<file path="config.mk">
export PLATFORM = sky130hd
export DESIGN_NAME = wheel_trip_computer_unit
export DESIGN_NICKNAME = d
export VERILOG_FILES = /design/src/wtc_pkg.sv /design/src/wheel_trip_computer_unit.sv /design/src/wtc_div.sv /design/src/wtc_clock.sv
export SDC_FILE = /design/constraint.sdc
export NUM_CORES = 2
export LEC_CHECK = 0
export ABC_CLOCK_PERIOD_IN_PS = 21500
export BUFFER_PORTS_ARGS = -buffer_cell sky130_fd_sc_hd__buf_2
export CAP_MARGIN = 20
export CORE_ASPECT_RATIO = 1.5
export CORE_MARGIN = 5
export CORE_UTILIZATION = 55
export CTS_BUF_LIST = sky130_fd_sc_hd__clkbuf_4
export DETAILED_ROUTE_END_ITERATION = 12
export GPL_TIMING_DRIVEN = 0
export PLACE_DENSITY = 0.8
export SETUP_SLACK_MARGIN = 0.1
export SLEW_MARGIN = 20
export SYNTH_ARGS = -nofsm -noshare
export SYNTH_HDL_FRONTEND = slang
export SYNTH_HIERARCHICAL = 1
export SYNTH_SLANG_ARGS = --single-unit
</file>
<file path="constraint.sdc">
create_clock -name clk -period 21.5 [get_ports clk]
set_input_delay 2.15 -clock clk [delete_from_list [all_inputs] [get_ports clk]]
set_output_delay 2.15 -clock clk [all_outputs]
set_load 0.02 [all_outputs]
</file>
<file path="src/wtc_pkg.sv">
// Shared types, constants and widths of the wheel trip computer.
package wtc_pkg;

  // Storage widths of the trip counters
  localparam int DIST_WIDTH = 40;
  localparam int HOUR_WIDTH = 10;

  // Port widths
  localparam int CIRC_W      = 12;
  localparam int RATE_W      = 20;
  localparam int OP_W        = 3;
  localparam int PERIOD_W    = 32;
  localparam int SPEED_W     = 24;
  localparam int ACCEL_W     = 32;
  localparam int DIST_OUT_W  = 40;
  localparam int HOUR_OUT_W  = 10;
  localparam int MIN_W       = 6;
  localparam int SEC_W       = 6;
  localparam int CFG_IDX_W   = 1;
  localparam int CFG_DATA_W  = 20;

  // Total trip seconds: hours*3600 + 3599 stays below 2^(HOUR_WIDTH+12)
  localparam int SECS_W = HOUR_WIDTH + 12;

  // Magnitude product |dv| * rate, and the shared divider widths
  localparam int PROD_W = SPEED_W + RATE_W;
  localparam int NUM_W  = (PROD_W + 12 > DIST_WIDTH + 4) ? PROD_W + 12 : DIST_WIDTH + 4;
  localparam int DEN_W  = (SECS_W + 5 > PERIOD_W + 5) ? SECS_W + 5 : PERIOD_W + 5;
  localparam int CNT_W  = $clog2(NUM_W + 1);

  // Saturation limits
  localparam logic [SPEED_W-1:0]    SPEED_MAX   = '1;
  localparam logic [ACCEL_W-1:0]    ACC_POS_MAX = 32'h7FFF_FFFF;
  localparam logic [ACCEL_W-1:0]    ACC_NEG_MAX = 32'h8000_0000;
  localparam logic [DIST_WIDTH-1:0] DIST_MAX    = '1;
  localparam logic [HOUR_WIDTH-1:0] HOUR_MAX    = '1;
  localparam logic [SEC_W-1:0]      SEC_LAST    = 6'd59;
  localparam logic [MIN_W-1:0]      MIN_LAST    = 6'd59;

  // Configuration reset values
  localparam logic [CIRC_W-1:0] CIRC_RESET = 12'd1596;
  localparam logic [RATE_W-1:0] RATE_RESET = 20'd1000;

  // Register indexes
  localparam logic [CFG_IDX_W-1:0] CFG_CIRC = 1'd0;
  localparam logic [CFG_IDX_W-1:0] CFG_RATE = 1'd1;

  // Event codes
  localparam logic [OP_W-1:0] OP_TICK  = 3'd0;
  localparam logic [OP_W-1:0] OP_PULSE = 3'd1;
  localparam logic [OP_W-1:0] OP_PLAY  = 3'd2;
  localparam logic [OP_W-1:0] OP_PAUSE = 3'd3;
  localparam logic [OP_W-1:0] OP_STOP  = 3'd4;

  // Divider request and response
  typedef struct packed {
    logic             start;
    logic [NUM_W-1:0] num;
    logic [DEN_W-1:0] den;
  } div_req_t;

  typedef struct packed {
    logic             done;
    logic [NUM_W-1:0] quot;
  } div_rsp_t;

  // Trip clock commands
  typedef struct packed {
    logic tick;
    logic clear;
  } clk_ctl_t;

endpackage

</file>
<file path="src/wheel_trip_computer_unit.sv">
// Top level of the wheel trip computer: event sequencer, trip state and result register.
//
//   channel  direction  handshake             payload
//   in_      input      in_valid/in_ready     opcode, period_ticks
//   out_     output     out_valid/out_ready   speed, accel, distance, average, clock, flags
//   cfg_     input      cfg_we                cfg_index, cfg_wdata
//
// Tick, play, pause, stop and unused codes go from acceptance straight to the finish state.
// A wheel pulse sends the average, speed and acceleration quotients (NUM_W = 56) each
// through the one radix-2 divider, a bit per cycle.
// A zero period or a paused trip skips the divisions it does not need.
// Reset is synchronous, active low, and needs no clearing pass.
// A result waits in the output register; a new transaction is taken meanwhile and held
// at its end until the output register is free.
module wheel_trip_computer_unit
  import wtc_pkg::*;
(
  input  logic                      clk,
  input  logic                      rst_n,
  input  logic                      in_valid,
  output logic                      in_ready,
  input  logic [OP_W-1:0]           in_opcode,
  input  logic [PERIOD_W-1:0]       in_period_ticks,
  output logic                      out_valid,
  input  logic                      out_ready,
  output logic [SPEED_W-1:0]        out_speed_centi_kmh,
  output logic signed [ACCEL_W-1:0] out_accel_centi_kmh_per_h,
  output logic [DIST_OUT_W-1:0]     out_trip_distance_mm,
  output logic [SPEED_W-1:0]        out_average_centi_kmh,
  output logic [HOUR_OUT_W-1:0]     out_trip_hour_count,
  output logic [MIN_W-1:0]          out_trip_minute_count,
  output logic [SEC_W-1:0]          out_trip_second_count,
  output logic                      out_is_running,
  output logic                      out_error_flag,
  input  logic                      cfg_we,
  input  logic [CFG_IDX_W-1:0]      cfg_index,
  input  logic [CFG_DATA_W-1:0]     cfg_wdata
);

  typedef enum logic [3:0] {
    S_IDLE,
    S_DIST,
    S_AVG,
    S_AVG_WAIT,
    S_SPD,
    S_SPD_WAIT,
    S_ACC_MUL,
    S_ACC,
    S_ACC_WAIT,
    S_FINISH
  } state_t;

  state_t                state_r, state_nxt;
  logic [CIRC_W-1:0]     circ_r;
  logic [RATE_W-1:0]     rate_r;
  logic [PERIOD_W-1:0]   period_r, period_nxt;
  logic                  err_r, err_nxt;
  logic                  run_r, run_nxt;
  logic [DIST_WIDTH-1:0] dist_r, dist_nxt;
  logic [SPEED_W-1:0]    prev_r, prev_nxt;
  logic [SPEED_W-1:0]    cur_r, cur_nxt;
  logic [ACCEL_W-1:0]    acc_r, acc_nxt;
  logic [SPEED_W-1:0]    avg_r, avg_nxt;
  logic [PROD_W-1:0]     prod_r, prod_nxt;
  logic                  neg_r, neg_nxt;

  logic                  out_valid_r, out_valid_nxt;
  logic                  load_out;
  logic [SPEED_W-1:0]    o_speed_r;
  logic [ACCEL_W-1:0]    o_accel_r;
  logic [DIST_OUT_W-1:0] o_dist_r;
  logic [SPEED_W-1:0]    o_avg_r;
  logic [HOUR_OUT_W-1:0] o_hour_r;
  logic [MIN_W-1:0]      o_min_r;
  logic [SEC_W-1:0]      o_sec_r;
  logic                  o_run_r;
  logic                  o_err_r;

  div_req_t              div_req;
  div_rsp_t              div_rsp;
  clk_ctl_t              clk_ctl;
  logic [HOUR_WIDTH-1:0] clk_hours;
  logic [MIN_W-1:0]      clk_minutes;
  logic [SEC_W-1:0]      clk_seconds;
  logic [SECS_W-1:0]     clk_total;

  logic                  accept;
  logic [DIST_WIDTH:0]   dist_sum;
  logic [SPEED_W-1:0]    dv;
  logic                  dv_neg;
  logic [ACCEL_W-1:0]    mag;
  logic [DIST_WIDTH+DIST_OUT_W-1:0] dist_ext;
  logic [HOUR_WIDTH+HOUR_OUT_W-1:0] hour_ext;

  assign in_ready = (state_r == S_IDLE);
  assign accept   = in_valid && in_ready;

  // Drive the trip clock straight from the accepted event
  assign clk_ctl.tick  = accept && (in_opcode == OP_TICK) && run_r;
  assign clk_ctl.clear = accept && (in_opcode == OP_STOP);

  wtc_clock u_clock (
    .clk     (clk),
    .rst_n   (rst_n),
    .ctl     (clk_ctl),
    .hours   (clk_hours),
    .minutes (clk_minutes),
    .seconds (clk_seconds),
    .total   (clk_total)
  );

  wtc_div u_div (
    .clk   (clk),
    .rst_n (rst_n),
    .req   (div_req),
    .rsp   (div_rsp)
  );

  // Configuration writes
  always_ff @(posedge clk) begin
    if (!rst_n) begin
      circ_r <= CIRC_RESET;
      rate_r <= RATE_RESET;
    end else if (cfg_we) begin
      case (cfg_index)
        CFG_CIRC: circ_r <= cfg_wdata[CIRC_W-1:0];
        CFG_RATE: rate_r <= cfg_wdata[RATE_W-1:0];
        default:  ;
      endcase
    end
  end

  always_comb begin
    dist_sum = {1'b0, dist_r} + (DIST_WIDTH+1)'(circ_r);
    dv_neg   = (cur_r < prev_r);
    dv       = dv_neg ? (prev_r - cur_r) : (cur_r - prev_r);
    mag      = (div_rsp.quot > NUM_W'(ACC_POS_MAX)) ? ACC_POS_MAX
                                                    : div_rsp.quot[ACCEL_W-1:0];
    if (neg_r) begin
      mag = (div_rsp.quot > NUM_W'(ACC_NEG_MAX)) ? ACC_NEG_MAX
                                                 : div_rsp.quot[ACCEL_W-1:0];
    end
  end

  // Sequence one event through the shared divider
  always_comb begin
    state_nxt  = state_r;
    period_nxt = period_r;
    err_nxt    = err_r;
    run_nxt    = run_r;
    dist_nxt   = dist_r;
    prev_nxt   = prev_r;
    cur_nxt    = cur_r;
    acc_nxt    = acc_r;
    avg_nxt    = avg_r;
    prod_nxt   = prod_r;
    neg_nxt    = neg_r;
    div_req    = '0;
    load_out   = 1'b0;
    out_valid_nxt = out_valid_r && !out_ready;
    case (state_r)
      S_IDLE: begin
        if (in_valid) begin
          period_nxt = in_period_ticks;
          err_nxt    = 1'b0;
          state_nxt  = S_FINISH;
          case (in_opcode)
            OP_TICK:  ;
            OP_PULSE: state_nxt = S_DIST;
            OP_PLAY:  run_nxt = 1'b1;
            OP_PAUSE: run_nxt = 1'b0;
            OP_STOP: begin
              run_nxt  = 1'b0;
              dist_nxt = '0;
              avg_nxt  = '0;
            end
            default:  ;
          endcase
        end
      end
      S_DIST: begin
        prod_nxt = PROD_W'(32'(circ_r) * 32'(rate_r));
        if (run_r) begin
          if (dist_sum > {1'b0, DIST_MAX}) begin
            dist_nxt = DIST_MAX;
            err_nxt  = 1'b1;
          end else begin
            dist_nxt = dist_sum[DIST_WIDTH-1:0];
          end
        end
        state_nxt = S_AVG;
      end
      S_AVG: begin
        state_nxt = S_SPD;
        if (run_r) begin
          if (clk_total == '0) begin
            err_nxt = 1'b1;
          end else begin
            div_req.start = 1'b1;
            div_req.num   = NUM_W'({dist_r, 3'b000}) + NUM_W'(dist_r);
            div_req.den   = DEN_W'({clk_total, 4'b0000}) + DEN_W'({clk_total, 3'b000})
                          + DEN_W'(clk_total);
            state_nxt     = S_AVG_WAIT;
          end
        end
      end
      S_AVG_WAIT: begin
        if (div_rsp.done) begin
          if (div_rsp.quot > NUM_W'(SPEED_MAX)) begin
            avg_nxt = SPEED_MAX;
            err_nxt = 1'b1;
          end else begin
            avg_nxt = div_rsp.quot[SPEED_W-1:0];
          end
          state_nxt = S_SPD;
        end
      end
      S_SPD: begin
        if (period_r == '0) begin
          err_nxt   = 1'b1;
          state_nxt = S_FINISH;
        end else begin
          div_req.start = 1'b1;
          div_req.num   = NUM_W'({prod_r[31:0], 3'b000}) + NUM_W'(prod_r[31:0]);
          div_req.den   = DEN_W'({period_r, 4'b0000}) + DEN_W'({period_r, 3'b000})
                        + DEN_W'(period_r);
          state_nxt     = S_SPD_WAIT;
        end
      end
      S_SPD_WAIT: begin
        if (div_rsp.done) begin
          prev_nxt = cur_r;
          if (div_rsp.quot > NUM_W'(SPEED_MAX)) begin
            cur_nxt = SPEED_MAX;
            err_nxt = 1'b1;
          end else begin
            cur_nxt = div_rsp.quot[SPEED_W-1:0];
          end
          state_nxt = S_ACC_MUL;
        end
      end
      S_ACC_MUL: begin
        prod_nxt  = PROD_W'(PROD_W'(dv) * PROD_W'(rate_r));
        neg_nxt   = dv_neg;
        state_nxt = S_ACC;
      end
      S_ACC: begin
        // Scale by 3600 as 4096 - 512 + 16
        div_req.start = 1'b1;
        div_req.num   = NUM_W'({prod_r, 12'd0}) - NUM_W'({prod_r, 9'd0})
                      + NUM_W'({prod_r, 4'd0});
        div_req.den   = DEN_W'(period_r);
        state_nxt     = S_ACC_WAIT;
      end
      S_ACC_WAIT: begin
        if (div_rsp.done) begin
          if (neg_r) begin
            acc_nxt = ACCEL_W'(0) - mag;
            if (div_rsp.quot > NUM_W'(ACC_NEG_MAX)) err_nxt = 1'b1;
          end else begin
            acc_nxt = mag;
            if (div_rsp.quot > NUM_W'(ACC_POS_MAX)) err_nxt = 1'b1;
          end
          state_nxt = S_FINISH;
        end
      end
      S_FINISH: begin
        if (!out_valid_r || out_ready) begin
          load_out      = 1'b1;
          out_valid_nxt = 1'b1;
          state_nxt     = S_IDLE;
        end
      end
      default: state_nxt = S_IDLE;
    endcase
  end

  assign dist_ext = {{DIST_OUT_W{1'b0}}, dist_r};
  assign hour_ext = {{HOUR_OUT_W{1'b0}}, clk_hours};

  always_ff @(posedge clk) begin
    if (!rst_n) begin
      state_r     <= S_IDLE;
      out_valid_r <= 1'b0;
      run_r       <= 1'b0;
      dist_r      <= '0;
      prev_r      <= '0;
      cur_r       <= '0;
      acc_r       <= '0;
      avg_r       <= '0;
    end else begin
      state_r     <= state_nxt;
      out_valid_r <= out_valid_nxt;
      run_r       <= run_nxt;
      dist_r      <= dist_nxt;
      prev_r      <= prev_nxt;
      cur_r       <= cur_nxt;
      acc_r       <= acc_nxt;
      avg_r       <= avg_nxt;
    end
    period_r <= period_nxt;
    err_r    <= err_nxt;
    prod_r   <= prod_nxt;
    neg_r    <= neg_nxt;
    // Capture the finished event into the result register
    if (load_out) begin
      o_speed_r <= cur_r;
      o_accel_r <= acc_r;
      o_dist_r  <= dist_ext[DIST_OUT_W-1:0];
      o_avg_r   <= avg_r;
      o_hour_r  <= hour_ext[HOUR_OUT_W-1:0];
      o_min_r   <= clk_minutes;
      o_sec_r   <= clk_seconds;
      o_run_r   <= run_r;
      o_err_r   <= err_r;
    end
  end

  assign out_valid                 = out_valid_r;
  assign out_speed_centi_kmh       = o_speed_r;
  assign out_accel_centi_kmh_per_h = o_accel_r;
  assign out_trip_distance_mm      = o_dist_r;
  assign out_average_centi_kmh     = o_avg_r;
  assign out_trip_hour_count       = o_hour_r;
  assign out_trip_minute_count     = o_min_r;
  assign out_trip_second_count     = o_sec_r;
  assign out_is_running            = o_run_r;
  assign out_error_flag            = o_err_r;

`ifndef SYNTHESIS
  // The block takes one transaction at a time
  a_ready_drops: assert property (@(posedge clk) disable iff (!rst_n)
    accept |=> !in_ready)
    else $error("input taken while an event is in progress");

  // Quotients arrive only while the sequencer waits for one
  a_div_done_waits: assert property (@(posedge clk) disable iff (!rst_n)
    div_rsp.done |-> (state_r == S_AVG_WAIT || state_r == S_SPD_WAIT ||
                      state_r == S_ACC_WAIT))
    else $error("divider result arrived outside a wait state");

  // The trip clock never shows more than 59 minutes or seconds
  a_clock_range: assert property (@(posedge clk) disable iff (!rst_n)
    out_valid |-> (out_trip_minute_count <= MIN_LAST && out_trip_second_count <= SEC_LAST))
    else $error("trip clock out of range");

  // A result is only loaded when the output register is free
  a_no_overwrite: assert property (@(posedge clk) disable iff (!rst_n)
    load_out |-> (!out_valid_r || out_ready))
    else $error("result register overwritten while held");
`endif

endmodule

</file>
<file path="src/wtc_div.sv">
// Shared radix-2 restoring divider, one quotient bit per cycle.
module wtc_div
  import wtc_pkg::*;
(
  input  logic     clk,
  input  logic     rst_n,
  input  div_req_t req,
  output div_rsp_t rsp
);

  logic             busy_r, busy_nxt;
  logic             done_r, done_nxt;
  logic [CNT_W-1:0] cnt_r, cnt_nxt;
  logic [DEN_W-1:0] rem_r, rem_nxt;
  logic [DEN_W-1:0] den_r, den_nxt;
  logic [NUM_W-1:0] quo_r, quo_nxt;
  logic [DEN_W:0]   trial;
  logic             ge;

  // Shift the next numerator bit into the partial remainder and try a subtract
  always_comb begin
    trial = {rem_r, quo_r[NUM_W-1]};
    ge    = (trial >= {1'b0, den_r});
  end

  always_comb begin
    busy_nxt = busy_r;
    done_nxt = 1'b0;
    cnt_nxt  = cnt_r;
    rem_nxt  = rem_r;
    den_nxt  = den_r;
    quo_nxt  = quo_r;
    if (req.start) begin
      busy_nxt = 1'b1;
      cnt_nxt  = CNT_W'(NUM_W);
      rem_nxt  = '0;
      den_nxt  = req.den;
      quo_nxt  = req.num;
    end else if (busy_r) begin
      rem_nxt = ge ? DEN_W'(trial - {1'b0, den_r}) : trial[DEN_W-1:0];
      quo_nxt = {quo_r[NUM_W-2:0], ge};
      cnt_nxt = cnt_r - CNT_W'(1);
      if (cnt_r == CNT_W'(1)) begin
        busy_nxt = 1'b0;
        done_nxt = 1'b1;
      end
    end
  end

  always_ff @(posedge clk) begin
    if (!rst_n) begin
      busy_r <= 1'b0;
      done_r <= 1'b0;
      cnt_r  <= '0;
    end else begin
      busy_r <= busy_nxt;
      done_r <= done_nxt;
      cnt_r  <= cnt_nxt;
    end
    rem_r <= rem_nxt;
    den_r <= den_nxt;
    quo_r <= quo_nxt;
  end

  assign rsp.done = done_r;
  assign rsp.quot = quo_r;

endmodule

</file>
<file path="src/wtc_clock.sv">
// Trip clock: seconds, minutes, hours and a running total of seconds.
module wtc_clock
  import wtc_pkg::*;
(
  input  logic                  clk,
  input  logic                  rst_n,
  input  clk_ctl_t              ctl,
  output logic [HOUR_WIDTH-1:0] hours,
  output logic [MIN_W-1:0]      minutes,
  output logic [SEC_W-1:0]      seconds,
  output logic [SECS_W-1:0]     total
);

  logic [SEC_W-1:0]      sec_r, sec_nxt;
  logic [MIN_W-1:0]      min_r, min_nxt;
  logic [HOUR_WIDTH-1:0] hour_r, hour_nxt;
  logic [SECS_W-1:0]     total_r, total_nxt;
  logic                  sec_wrap, min_wrap, frozen;

  // Advance with carries; freeze at the top instead of wrapping the hours
  always_comb begin
    sec_wrap  = (sec_r >= SEC_LAST);
    min_wrap  = sec_wrap && (min_r >= MIN_LAST);
    frozen    = min_wrap && (hour_r >= HOUR_MAX);
    sec_nxt   = sec_r;
    min_nxt   = min_r;
    hour_nxt  = hour_r;
    total_nxt = total_r;
    if (ctl.clear) begin
      sec_nxt   = '0;
      min_nxt   = '0;
      hour_nxt  = '0;
      total_nxt = '0;
    end else if (ctl.tick && !frozen) begin
      total_nxt = total_r + SECS_W'(1);
      if (!sec_wrap) begin
        sec_nxt = sec_r + SEC_W'(1);
      end else begin
        sec_nxt = '0;
        if (!min_wrap) begin
          min_nxt = min_r + MIN_W'(1);
        end else begin
          min_nxt  = '0;
          hour_nxt = hour_r + HOUR_WIDTH'(1);
        end
      end
    end
  end

  always_ff @(posedge clk) begin
    if (!rst_n) begin
      sec_r   <= '0;
      min_r   <= '0;
      hour_r  <= '0;
      total_r <= '0;
    end else begin
      sec_r   <= sec_nxt;
      min_r   <= min_nxt;
      hour_r  <= hour_nxt;
      total_r <= total_nxt;
    end
  end

  assign hours   = hour_r;
  assign minutes = min_r;
  assign seconds = sec_r;
  assign total   = total_r;

endmodule

</file>
Word-level counts from Yosys, hierarchy flattened
Index checks and enable logic that the tools add are counted.
Cells by class
  multiplexer cells: 59
  multipliers: 2
  add/sub/neg operators: 18
  reduce and logical (&&, ||, !) cells: 39
  equal/unequal tests: 29
  bitwise operators: 3
  order comparisons: 9
Operator list (number)
  $mux 94: 3
  $pmux 94 s3: 1
  $mux 40: 4
  $mux 32: 4
  $mux 24: 5
  $mux 56: 2
  $pmux 44 s2: 1
  $pmux 40 s2: 1
  $add 56x48->56: 1
  $gt 56x24->1 const B: 1
  $gt 56x31->1 const B: 1
  $gt 56x32->1 const B: 1
  $sub 56x53->56: 1
  $pmux 24 s2: 1
  $sub 24x24->24: 2
  $add 43x40->44: 1
  $mul 24x20->44: 1
  $add 40x12->41: 1
  $gt 41x40->1 const B: 1
  $pmux 4 s10: 1
  $ge 38x37->1: 1
  $add 36x35->37: 1
  $add 37x32->37: 1
  $mux 37: 1
  other kinds (47): 121
Storage, ports and cells
  bits of input ports: 61
  output and inout bits: 146
  register bits after elaboration: 586

Longest topological paths before layout
  depth in word-level cells: 6
  depth in mapped cells: 45

By module
Netlist, hierarchy kept.
Modules (own cells, without submodules)
  wheel_trip_computer_unit: seq. area each 10309.9 µm², area an instance 53800.3 µm², instances 1, cells an instance 6166
  wtc_div: seq. area each 3693.5 µm², area an instance 7732.4 µm², instances 1, cells an instance 724
  wtc_clock: seq. area each 880.8 µm², area an instance 2503.7 µm², instances 1, cells an instance 302

Worst setup path after synthesis
Ideal clock, no wire load.
  path kind: register to register
  from: reg cur_r[0]
  to: reg prod_r[42] (data pin)
  setup slack: 11.955 ns
  library setup time: 0.266 ns
  period minus slack after synthesis: 9.545 ns
  data required time: 21.234 ns
  cell stages (with the launch flop): 40
  arrival: 9.279 ns
  path through: dfxtp_1 -> inv_1 -> ha_1 -> inv_1 -> fa_1 -> a21o_1 -> a221o_1 -> o211ai_1 -> a21boi_1 -> o31a_1 -> nand3_1 -> nand2_1 -> inv_2 -> buf_2 -> mux2i_1 -> a21oi_1 -> xnor2_1 -> clkbuf_1 -> (+4 left out) -> fa_1 -> fa_1 -> fa_1 -> fa_1 -> inv_1 -> fa_1 -> inv_1 -> ha_1 -> a21o_1 -> a31o_2 -> o31a_1 -> nand2_1 -> a21oi_1 -> a41oi_1 -> nor4b_1 -> o21ai_0 -> xnor2_1 -> nor2_1
Between the ends
  longest elaborated chain between the ends: 4
  elaborated cells on any way between the ends: 6
RTL lines
  start: declaration: line wheel_trip_computer_unit.sv:61  | logic [SPEED_W-1:0] cur_r, cur_nxt;
  start signal: assignment: line wheel_trip_computer_unit.sv:297  | cur_r <= cur_nxt;
  $lt 24x24->1: line wheel_trip_computer_unit.sv:135  | dv_neg = (cur_r < prev_r);
  named net dv_neg: line wheel_trip_computer_unit.sv:90  | logic dv_neg;
  $mux 24: line wheel_trip_computer_unit.sv:136  | dv = dv_neg ? (prev_r - cur_r) : (cur_r - prev_r);
  $mul 24x20->44: line wheel_trip_computer_unit.sv:243  | prod_nxt = PROD_W'(PROD_W'(dv) * PROD_W'(rate_r));
  $pmux 44 s2: line wheel_trip_computer_unit.sv:161  | case (state_r)
  end signal: assignment: line wheel_trip_computer_unit.sv:303  | prod_r <= prod_nxt;
  end: declaration: line wheel_trip_computer_unit.sv:64  | logic [PROD_W-1:0] prod_r, prod_nxt;
The timed path passes the listed nets, and every way through them passes these cells.
A chain may end at the register's enable or synchronous reset.

Worst setup path after layout
  from: reg cur_r[0]
  to: reg prod_r[42] (data pin)
Between the ends
  longest elaborated chain between the ends: 4
  elaborated cells on any way between the ends: 6
RTL lines (line)
  $sub 24x24->24 or $lt 24x24->1 (tied branches): wheel_trip_computer_unit.sv:136, wheel_trip_computer_unit.sv:135
  $mux 24 (*): wheel_trip_computer_unit.sv:136
  $mul 24x20->44 (*): wheel_trip_computer_unit.sv:243
  $pmux 44 s2 (*): wheel_trip_computer_unit.sv:161
Mark *: on every way between the ends. The rest lies on a longest branch, timed or not.

==> metrics.md <==
| Metric | Value |
|---|---|
| Status | complete, no violations |
| DRC Markers | 0 |
| FF+latch count, synth | 586 |
| Share of synthesized registers carrying an async set or reset | 0 |
| Max Freq | 0.0807 GHz |
| Root buf cell | clkbuf_4 |
| Hold Path Class | reg2reg |
| Most used cell, CP | fa_1 |
| GR Util All Layers | 0.352 |
| Top post-synthesis cells by area | fa_1, edfxtp_1, ha_1 |
| DR WL/cell | 23.9 um |
| Worst-Margin Slew | between 1 and 1.5 ns |
| Post_cts resized | 0 |
| Clk sinks | 586 |
| Syn_area_per_cell | ~8.9 um^2 |
| Vias per cell | 6.02 |
| WP buf/inv | 9 |
| Pwr dens | slightly above 90 nW/um^2 |
| First-pass GRT wire length | ~330000 um |
| Startpoint types | register |
| Initial antenna violation count | 10 |
| Initial Util | 0.553 |
| Clock Skews | between 0.09 and 0.1 ns |
| Min Hold Slack | 0.405 ns |
| Max FO, Critical Path | 10 |
| Leading area contributor after synthesis | fa_1 |
| Top cell type's share of synthesized area | 0.207 |
| Largest net degree at the start of global routing | 57 |
| CP delay by family, top | adder cells |
| Area growth syn-to-layout | 8.27% |
| Post-route ant nets | 0 |
| Final Wtd Congestion | 1.04 |
| Die width | 289 um |
| Total number of vias | 55700 |
| RSZ-0062 raised after global routing | no |
| Max-slew violation count | 0 |
| Synth Cell Area | 64000 um^2 |
| Critical path endpoint category | register |
| Htree depth | 4 |
| Ys flop type | edfxtp_1 |
| Clk_lat worst skew | 1.20 ns |
| Warnings, synthesis | 6 |
| Fin crit share | 0.576 |
| Layout Cells excl Fill | 9255 |
| Vias in the first global route | about 57000 |
| Final Hold Vio Count | 0 |
| Post-route setup TNS | 0 ns |
| WS Path Type | reg2reg |
| Die Area | 123000 um^2 |
| Total congestion overflow | 0 |
| Post-synth top cells | inv_1, nand2_1, fa_1 |
| Register area share after synthesis | 0.232 |
| Max layer used | met5 |
| Top-count cell post-synth | inv_1 |
| Relative slew slack | 0.167 |
| # setup viols final | 0 |
| WL final | 222000 um |
| Met2 WL | about 110000 um |
| Max Cap Viol | 0 |
| Fin crit period | 12.39 ns |
| CTS tree | yes |
| Final nets | 8861 |
| CTS max path bufs | 3 |
| Synthesized Nets | 8485 |
| Static leakage | 32.0 nW |
| Met3 wire len | 13900 um |
| Slowest cell delay on critical path | 0.76 ns |
| CP required | between 20 and 25 ns |
| Yosys cell types | about 100 |
| FILL cells | 10100 |
| Critical Path AT | 13.28 ns |
| # IOs | slightly above 200 |
| Max rail drop VDD | 86.6 uV |
| # Post-CTS Setup Buffers | 0 |
| Inst Count DP | 8965 |
| CP max-delay cell | clkbuf_1 |
| Die H | 428 um |
| PortBufs | roughly 200 |
| First-pass DRT Iterations | 6 |
| Clk slew on worst S/H paths | 0.07 ns |
| Core area | approximately 120000 um^2 |
| DP HPWL | 179000 um |
| Cell Rows | 153 |
| CTS buffer count | 150 |
| Met1 wire length | 72900 um |
| Cell count after synthesis | about 7200 |
| Share of layout cells above drive strength 1 | 0.0839 |
| Cts hold-fix bufs | 0 |
| Iteration-0 DRC Markers | 4327 |
| Post-synth EDFFs | 315 |
==> cells in the final DEF, fill, tap and decap left out, types with 52 or more instances in the layout <==
cell type  count
buf_2        223
a211oi_1      94
nor3_1        90
nand4_1       52
a21oi_1      446
ha_1         570
nand2_1      890
mux2_2        60
clkbuf_1     317
nand3_1      101
xor2_1       116
xnor2_1      166
nand2b_1      80
and2_1       333
fa_1         662
clkbuf_4     222
o21ai_0      368
nor2_1       305
nor2b_1       53
edfxtp_1     315
a21o_1       151
dfxtp_1      271
a31oi_1       54
inv_1        969
==> routing by layer <==
metal,track usage,up-vias
met5,0,-
met2,0.615,2569
met3,0.0597,1017
met4,0.314,8
li1,-,25000
met1,0.356,27100
==> logic make-up after synthesis <==
logic type | count (synthesis) | share of synthesized area
xor gates and xnor gates | 282 | 0.0386
and+or+nand+nor | 2099 | 0.158
DFF | 586 | 0.232
muxes | 106 | 0.0177
adders and majority gates | 1232 | 0.318
AOI/OAI and AO/OA | 1561 | 0.155
buffers and inverters | 1326 | 0.0799
==> flip-flops by register name (all words and copies together), names as in the netlist, 12 cells and up <==
register                   flops
acc_r                         32
avg_r                         24
circ_r                        12
cur_r                         24
dist_r                        40
out_accel_centi_kmh_per_h     32
out_average_centi_kmh         24
out_speed_centi_kmh           24
out_trip_distance_mm          40
period_r                      32
prev_r                        24
prod_r                        44
rate_r                        20
u_clock/total                 22
u_div/den_r                   37
u_div/quo_r                   56
u_div/rem_r                   37
==> where the power goes <==
group,switching [mW],leakage (nW),internal (mW),total [mW]
Sequential,0.172,5.12,1.40,1.57
Clock,0.518,1.17,0.485,1.00
Combinational,2.29,25.7,1.50,3.79
==> final timing paths <==
kind	slack, ns	endpoint	cells past startpoint	startpoint
max	9.11	prod_r[42]	40	cur_r[0]
min	0.41	out_accel_centi_kmh_per_h[16]	0	acc_r[16]
max reg2reg	9.11	prod_r[42]	40	cur_r[0]
min reg2reg	0.41	out_accel_centi_kmh_per_h[16]	0	acc_r[16]
==> cell type report <==
type | count | area, um^2 | share of cell area
plain buffers | 353 | 1470 | 0.0212
diodes | 14 | 35.0 | 0.000505
flip-flops and latches | 586 | 14900 | 0.215
repair buffers | 224 | 1310 | 0.0188
clock buffers | 222 | 1670 | 0.0240
well taps | 1550 | 1940 | 0.0280
multi-input cells | 5280 | 44100 | 0.636
inverters | 973 | 3650 | 0.0527
clock inverters | 53 | 295 | 0.00426
==> through the flow <==
stage | util | power, mW | setup WS [ns] | instance area, um^2
finish | 0.599 | 6.36 | 9.11 | 69300
global placement | 0.579 | 5.19 | 8.62 | 67000
detailed placement | 0.581 | 5.27 | 9.40 | 67300
floorplan | - | 4.35 | 11.96 | 64000
CTS | 0.598 | 6.29 | 9.33 | 69300
global route | 0.598 | 6.81 | 8.64 | 69300
(Power assumes the default switching activity.)
